**config.mk**
```make
export PLATFORM = sky130hd
export DESIGN_NAME = rhes_front
export DESIGN_NICKNAME = d
export VERILOG_FILES = /design/src/rhes_pkg.sv /design/src/rhes_front.sv
export SDC_FILE = /design/constraint.sdc
export NUM_CORES = 2
export LEC_CHECK = 0
export BUFFER_PORTS_ARGS = -buffer_cell sky130_fd_sc_hd__buf_2
export CORE_ASPECT_RATIO = 0.75
export CORE_UTILIZATION = 58
export DETAILED_ROUTE_END_ITERATION = 12
export PLACE_DENSITY = 0.86
export SKIP_LAST_GASP = 1
export SYNTH_ARGS = -nofsm -noshare
export SYNTH_HDL_FRONTEND = slang
export SYNTH_SLANG_ARGS = --single-unit
```
**constraint.sdc**
```tcl
create_clock -name clk_i -period 15.5 [get_ports clk_i]
set_clock_uncertainty 0.2 [all_clocks]
set_input_delay 1.55 -clock clk_i [delete_from_list [all_inputs] [get_ports clk_i]]
set_output_delay 1.55 -clock clk_i [all_outputs]
set_load 0.1 [all_outputs]
```
**src/rhes_pkg.sv**
```systemverilog
package rhes_pkg;

  localparam int unsigned CfgIdxW  = 3;
  localparam int unsigned CfgDataW = 32;
  localparam int unsigned AccW     = 36;

  typedef enum logic [CfgIdxW-1:0] {
    REG_SAMPLE_INTERVAL,
    REG_PEAK_FREQUENCY,
    REG_AMPLITUDE,
    REG_ZERO_OFFSET_TIME,
    REG_APEX_POSITION,
    REG_SLOWNESS,
    REG_MULTIPLE_GAIN
  } reg_idx_e;

  localparam logic [29:0] KPi    = 30'd843314857;
  localparam logic [28:0] KLog2e = 29'd387270501;
  localparam logic [27:0] KLn2   = 28'd186065280;
  localparam logic [43:0] TimeCap = {44{1'b1}};

  localparam logic [30:0]        RstSampleInterval = 31'd1073742;
  localparam logic [15:0]        RstPeakFrequency  = 16'd7680;
  localparam logic signed [31:0] RstAmplitude      = 32'sd16777216;
  localparam logic [30:0]        RstZeroOffsetTime = 31'd0;
  localparam logic signed [31:0] RstApexPosition   = 32'sd0;
  localparam logic [30:0]        RstSlowness       = 31'd134218;
  localparam logic signed [31:0] RstMultipleGain   = 32'sd0;

  typedef struct packed {
    logic [9:0]         trace_index;
    logic signed [31:0] trace_offset;
    logic [11:0]        sample_index;
    logic signed [31:0] prior_value;
  } in_beat_t;

  typedef struct packed {
    logic [9:0]         trace_number;
    logic [11:0]        sample_number;
    logic signed [31:0] new_value;
  } out_beat_t;

  typedef struct packed {
    logic [30:0]        sample_interval;
    logic [15:0]        peak_frequency;
    logic signed [31:0] amplitude;
    logic [30:0]        zero_offset_time;
    logic signed [31:0] apex_position;
    logic [30:0]        slowness;
    logic signed [31:0] multiple_gain;
  } cfg_t;

  typedef struct packed {
    logic [9:0]              tag;
    logic [11:0]             sidx;
    logic signed [AccW-1:0]  acc;
    logic signed [31:0]      amp;
    logic [43:0]             horiz;
    logic [42:0]             now;
  } ctx_t;

  function automatic logic signed [31:0] sat32(input logic signed [63:0] v);
    logic signed [31:0] r;
    if (v > 64'sd2147483647) begin
      r = 32'sh7fffffff;
    end else if (v < -64'sd2147483648) begin
      r = 32'sh80000000;
    end else begin
      r = v[31:0];
    end
    return r;
  endfunction

endpackage

```
**src/rhes_front.sv**
```systemverilog
module rhes_front (
  input  logic               clk_i,
  input  logic               rst_ni,
  input  logic               en_i,
  input  rhes_pkg::cfg_t     cfg_i,
  input  logic               vld_i,
  input  rhes_pkg::in_beat_t beat_i,
  output logic               vld_o,
  output rhes_pkg::ctx_t     ctx_o
);

  logic [2:0]         vld_q;
  logic [9:0]         tag_q [2];
  logic [11:0]        sidx_q [2];
  logic signed [31:0] prior_q [2];
  logic [42:0]        now_q [2];
  logic [31:0]        dmag_q;
  logic [62:0]        hp_q;
  logic signed [32:0] diff;
  logic [54:0]        hs;
  rhes_pkg::ctx_t     ctx_q;

  assign diff = 33'(beat_i.trace_offset) - 33'(cfg_i.apex_position);
  assign hs   = hp_q[62:8];

  always_ff @(posedge clk_i or negedge rst_ni) begin
    if (!rst_ni) begin
      vld_q <= '0;
    end else if (en_i) begin
      vld_q <= {vld_q[1:0], vld_i};
    end
  end

  always_ff @(posedge clk_i) begin
    if (en_i) begin
      dmag_q     <= diff[32] ? 32'(-diff) : 32'(diff);
      now_q[0]   <= 43'(beat_i.sample_index) * 43'(cfg_i.sample_interval);
      tag_q[0]   <= beat_i.trace_index;
      sidx_q[0]  <= beat_i.sample_index;
      prior_q[0] <= beat_i.prior_value;
      hp_q       <= 63'(dmag_q) * 63'(cfg_i.slowness);
      now_q[1]   <= now_q[0];
      tag_q[1]   <= tag_q[0];
      sidx_q[1]  <= sidx_q[0];
      prior_q[1] <= prior_q[0];
      ctx_q.tag   <= tag_q[1];
      ctx_q.sidx  <= sidx_q[1];
      ctx_q.acc   <= rhes_pkg::AccW'(prior_q[1]);
      ctx_q.amp   <= cfg_i.amplitude;
      ctx_q.horiz <= (|hs[54:44]) ? rhes_pkg::TimeCap : hs[43:0];
      ctx_q.now   <= now_q[1];
    end
  end

  assign vld_o = vld_q[2];
  assign ctx_o = ctx_q;

endmodule

```
; Word level (Yosys, flattened, before mapping)
; Memories as Yosys holds them, arrays and structs flattened. A register that Yosys moved wholly into a read port is not among the register bits.
; Cells that the tools add are included.
[op_classes]
n_addsub = 2
mul = 2
div = 0
magnitude_cmp = 0
n_eq_ne = 0
n_shift = 0
n_mux = 3
bitwise_logic = 0
reduce_logical = 1
[op_table]
columns = op, count
row1 = multiplier 32 x 31 -> 63 bit, 1
row2 = multiplier 12 x 31 -> 43 bit, 1
row3 = subtractor 32 x 32 -> 33 bit, 1
row4 = two-way mux 32 bit, 1
row5 = negation 32 bit, 1
row6 = OR reduction 11 bit, 1
row7 = two-way mux 1 bit, 2
[word_totals]
ff_bits = 174
latchBits = 0
mem_bits_rw = 194
romBits = 0
input_bits = 295
output_inout_bits = 178
elab_cells = 17
memories = 4
[mem_list]
columns = name, depth, width, rd, rd_clocked_by_memory_dff, write_ports, line
row1 = now_q, 2, 43, 2, 1, 2, rhes_front.sv:16  ; logic [42:0] now_q [2];
row2 = prior_q, 2, 32, 2, 1, 2, rhes_front.sv:15  ; logic signed [31:0] prior_q [2];
row3 = sidx_q, 2, 12, 2, 1, 2, rhes_front.sv:14  ; logic [11:0] sidx_q [2];
row4 = tag_q, 2, 10, 2, 1, 2, rhes_front.sv:13  ; logic [9:0] tag_q [2];

; Depth between registers and ports, before layout
[depth]
depth_word = 3
mapped_depth = 31
mapped_depth_nobuf = 29

; Worst setup path after synthesis
; OpenSTA, ideal clock, no wires.
[synth_path]
kind = input-to-reg
startpoint = input cfg_i[36] in the netlist's numbering
endpoint = register hp_q[56] (data pin)
setup_time_ns = 0.258
t_arrival_ns = 8.427
required_ns = 15.042
slack_ns = 6.615
stages = 27
n_path_buf = 2
cell_sequence = clkbuf_1 and2_1 fa_1 fa_1 fa_1 inv_1 fa_1 inv_1 fa_1 fa_1 fa_1 inv_1 fa_1 inv_1 ha_1 clkbuf_1 a21o_1 a21o_1 a21o_1 a21oi_1 o21ai_0 o21ai_0 a311oi_1 a221o_1 a221o_1 a21oi_1 xnor2_1
[synth_via]
elab_chain_len = 1
[synth_lines]
columns = element, line
row1 = "start, declared", rhes_front.sv:5  ; input rhes_pkg::cfg_t cfg_i,
row2 = multiplier 32 x 31 -> 63 bit, rhes_front.sv:41  ; hp_q <= 63'(dmag_q) * 63'(cfg_i.slowness);
row3 = "end signal, assigned", rhes_front.sv:41
row4 = "end, declared", rhes_front.sv:18  ; logic [62:0] hp_q;
; Every way passes these cells.
; A chain may end at the register's enable or synchronous reset.

; Worst setup path in the final report
[layout_path]
startpoint = input cfg_i[39] in the netlist's numbering
endpoint = register hp_q[56] (data pin)
; The elaborated chain is that of the path after synthesis.

==> impl_metrics.sql <==
INSERT INTO impl_metrics (metric_group, metric, value, unit) VALUES
('critical_path', 'critPathMaxFanout', '32', ''),
('critical_path', 'setup.worst_path.class', 'in -> reg', ''),
('clocking', 'path_clk_slew', '0.06', 'ns'),
('min_path', 'hold_path.class', 'reg -> reg', ''),
('logic_synthesis', 'yosysSeqAreaShare', '23.0', '%'),
('critical_path', 'critPathRequiredTime', '15.67', 'ns'),
('floorplan', 'design.die.area', '104000', 'sq um'),
('layout', 'drive_gt1_share', '9.87', '%'),
('logic_synthesis', 'synth.distinct_cells', '77', ''),
('floorplan', 'core_area', '102000', 'sq um'),
('floorplan', 'initial_utilization', '58.7', '%'),
('logic_synthesis', 'synth-async-reset-ratio', '0.656', '%'),
('clocking', 'post_cts_hold_buffer_count', '0', ''),
('grt', 'via_count_of_the_first_global_routing_pass', '44400', ''),
('timing', 'final.period_utilization', '64.4', '%'),
('clocking', 'htree_num_levels', '2', ''),
('clocking', 'clock_insertion_delay_worst_skew', '0.64', 'ns'),
('timing', 'max_slew_headroom_at_the_worst_pin', '29.9', '%'),
('route', 'met2RoutedLength', '67.4', 'mm'),
('layout', 'final_cell_count_no_fill', '7297', ''),
('route', 'vias', '41600', ''),
('grt', 'gr-usage-all-layers', '30.1', '%'),
('clocking', 'cts_setup_buffers', '0', ''),
('floorplan', 'ioPinCount', '473', ''),
('critical_path', 'timing.critical_path.arrival', '10.16', 'ns'),
('logic_synthesis', 'synth_cells', '5729', ''),
('clocking', 'tritoncts', 'yes', ''),
('timing', 'timing.final.max_slew_violations', '0', ''),
('logic_synthesis', 'postSynthAreaPerCell', '10.4', 'sq um'),
('route', 'drt-wirelength-per-cell', '20.9', 'um'),
('route', 'post-route-drc-count', '0', ''),
('route', 'avgViaCountPerCell', '5.70', ''),
('floorplan', 'num_rows', '101', ''),
('timing', 'final-setup-viol-count', '0', ''),
('timing', 'clock.fmax', '0.100', 'GHz'),
('floorplan', 'chipHeight', '280', 'um'),
('logic_synthesis', 'syn_area', '59700', 'sq um'),
('layout', 'areaGrowthSynthToFinish', '7.63', '%'),
('timing', 'finalHoldViolations', '0', ''),
('route', 'ant_nets', '0', ''),
('critical_path', 'critical_path.startpoint_type', 'input port', ''),
('placed_design', 'placedCellCount', '7206', ''),
('layout', 'layout.filler_cells', '7630', ''),
('timing', 'setup-tns-final', '0', 'ns'),
('route', 'drt_iter0_drc', '3732', ''),
('layout', 'number_of_nets_in_the_final_layout', '7735', ''),
('timing', 'tightestPinTransition', '1.05', 'ns'),
('run_status', 'run_status', 'finished clean', ''),
('clocking', 'root_buffer', 'clkbuf_16', ''),
('logic_synthesis', 'yosys_register_bits', '457', ''),
('timing', 'finalHoldWorstSlack', '0.202', 'ns'),
('route', 'wl_met1', '58.6', 'mm'),
('logic_synthesis', 'number_of_flops_mapped_to_enable_cells_by_yosys', '454', ''),
('route', 'route.final.wire_length', '152', 'mm'),
('clocking', 'clkSinkCount', '457', ''),
('critical_path', 'worstSetupEndpointType', 'flip-flop', ''),
('route', 'route.top_layer_used', 'met5', ''),
('grt', 'grt_overflow', '0', ''),
('floorplan', 'die_w', '372', 'um'),
('route', 'routed-wl-met3', '21.9', 'mm'),
('logic_synthesis', 'yosys_warns', '0', ''),
('placed_design', 'post_dp_cell_area', '62500', 'sq um'),
('clocking', 'cts_inserted_buffers', '48', ''),
('placed_design', 'hpwl', '113', 'mm'),
('grt', 'largest_net_degree_at_the_start_of_global_routing', '178', ''),
('placed_design', 'final_replace_weighted_congestion', '0.938', ''),
('layout', 'stdcell_area', '64200', 'sq um'),
('timing', 'fin_crit', '9.98', 'ns'),
('clocking', 'clk_path_buf_depth', '3', ''),
('logic_synthesis', 'synthFlopType', 'edfxtp_1', ''),
('grt', 'number_of_antenna_violations_at_the_first_check_in_global_routing', '7', ''),
('clocking', 'cts_resized', '0', ''),
('route', 'detailedRoute.firstPassIterationCount', '5', ''),
('grt', 'grt_first_pass_wirelength', '241', 'mm'),
('placed_design', 'placement.io_buffers', '393', ''),
('timing', 'grt_setup_unrepaired', 'false', ''),
('flow_run', 'maxCapViolations', '0', ''),
('logic_synthesis', 'mappedNetlistNets', '7547', '');
-- Yosys cell counts, drive strengths merged (5+ instances only) --
cell / n / area [sq um]
a211oi: 9 / 67.6
a221oi: 6 / 52.6
clkbuf: 291 / 1090
nor3: 18 / 90.1
nor2b: 18 / 113
nand3: 34 / 170
and2: 637 / 3990
o21a: 21 / 158
fa: 1156 / 23100
and4: 5 / 43.8
a21o: 92 / 691
o2111ai: 7 / 61.3
or3: 11 / 73.8
o211ai: 6 / 45.0
nor3b: 5 / 37.5
nand3b: 5 / 37.5
and3: 18 / 113
a21oi: 120 / 601
o31ai: 15 / 113
o21ai: 68 / 340
nand2b: 14 / 90.1
ha: 367 / 4590
nor4: 8 / 65.1
or2: 53 / 332
nor2: 73 / 274
xor2: 49 / 429
nand4: 20 / 125
a31oi: 19 / 119
nand2: 813 / 3050
xnor2: 80 / 701
inv: 1134 / 4260
a21boi: 5 / 37.5
edfxtp: 454 / 13600
o21bai: 27 / 203
-- routing by layer --
metal | vias up | global-route usage, %
li1 | 17900 | -
met1 | 20800 | 40.6
met2 | 2517 | 45.4
met3 | 407 | 11.8
met4 | 12 | 8.21
met5 | - | 0
-- path summary, 6_finish.rpt --
| path | start | end | slack (ns) | cells past startpoint |
|---|---|---|---|---|
| max in group asynchronous | rst_ni | vld_q[1]$_DFFE_PN0P_ | 14.49 | 1 |
| max | cfg_i[39] | hp_q[56]$_DFFE_PP_ | 5.52 | 27 |
| max reg2reg | dmag_q[14]$_DFFE_PP_ | hp_q[56]$_DFFE_PP_ | 6.23 | 26 |
| min in group asynchronous | rst_ni | vld_q[2]$_DFFE_PN0P_ | 0.50 | 1 |
| min reg2reg | prior_q[1][4]$_DFFE_PP_ | ctx_o[123]$_DFFE_PP_ | 0.20 | 0 |
| min | prior_q[1][4]$_DFFE_PP_ | ctx_o[123]$_DFFE_PP_ | 0.20 | 0 |
-- cell families (layout without fill, tap and decap cells) --
logic type / count (synthesis) / in the layout / share of synthesized area, %
compound gates: 448 / 448 / 5.03
simple gates: 1738 / 1738 / 14.5
mux: 5 / 5 / 0.0902
flops: 457 / 457 / 23.0
other cells: 0 / 1 / 0
buf+inv: 1429 / 1657 / 9.01
xor+xnor: 129 / 129 / 1.89
fa+ha+maj: 1523 / 1523 / 46.5
-- metrics by stage --
stage               utilization [%]  setup slack (ns)
floorplan                         -              6.62
global placement               61.5              5.12
detailed placement             61.5              5.02
CTS                            63.2              5.67
global route                   63.2              5.27
finish                         63.2              5.52
-- cell usage in the layout (no fill, tap or decap), types with 27 or more instances in the layout --
cell,instances
a21o_1,92
and2_1,637
a21oi_1,120
edfxtp_1,454
xnor2_1,80
clkbuf_16,48
o21ai_0,60
or2_2,53
buf_2,392
ha_1,367
nand2_1,813
nor2_1,73
nand3_1,33
o21bai_1,27
inv_1,1134
xor2_1,49
fa_1,1156
buf_4,39
-- worst max-delay path, cell delays in order --
cell      delay (ns)
buf_2           0.58
nand2_1         0.17
fa_1            0.45
inv_1           0.07
fa_1            0.43
fa_1            0.52
inv_1           0.07
fa_1            0.48
inv_1           0.06
fa_1            0.49
fa_1            0.50
fa_1            0.49
inv_1           0.05
fa_1            0.48
inv_1           0.04
ha_1            0.39
a21o_1          0.20
a21o_1          0.17
a21o_1          0.19
a21oi_1         0.19
o21ai_0         0.19
o21ai_0         0.76
a311oi_1        0.44
a221o_1         0.47
a221o_1         0.42
a21oi_1         0.19
xnor2_1         0.09
-- layout make-up --
cell class / instances / area [sq um] / area share (%)
inverter: 1134 / 4260 / 6.63
clock inverter: 32 / 422 / 0.656
sequential: 457 / 13700 / 21.3
multi-input combinational: 3843 / 40600 / 63.2
timing repair buffer: 433 / 2290 / 3.56
tap: 1339 / 1680 / 2.61
antenna: 1 / 2.50 / 0.00390
clock buffer: 58 / 1280 / 1.99
-- flip-flops by register name (all words and copies together) (netlist names) --
| name | count |
|---|---|
| ctx_o | 173 |
| now_q | 86 |
| prior_q | 64 |
| hp_q | 55 |
| dmag_q | 32 |
| sidx_q | 24 |
| tag_q | 20 |
| vld_q | 3 |
Power is not shown: default switching activity piles up to over one toggle a cycle in this logic, so the estimate is an artifact.
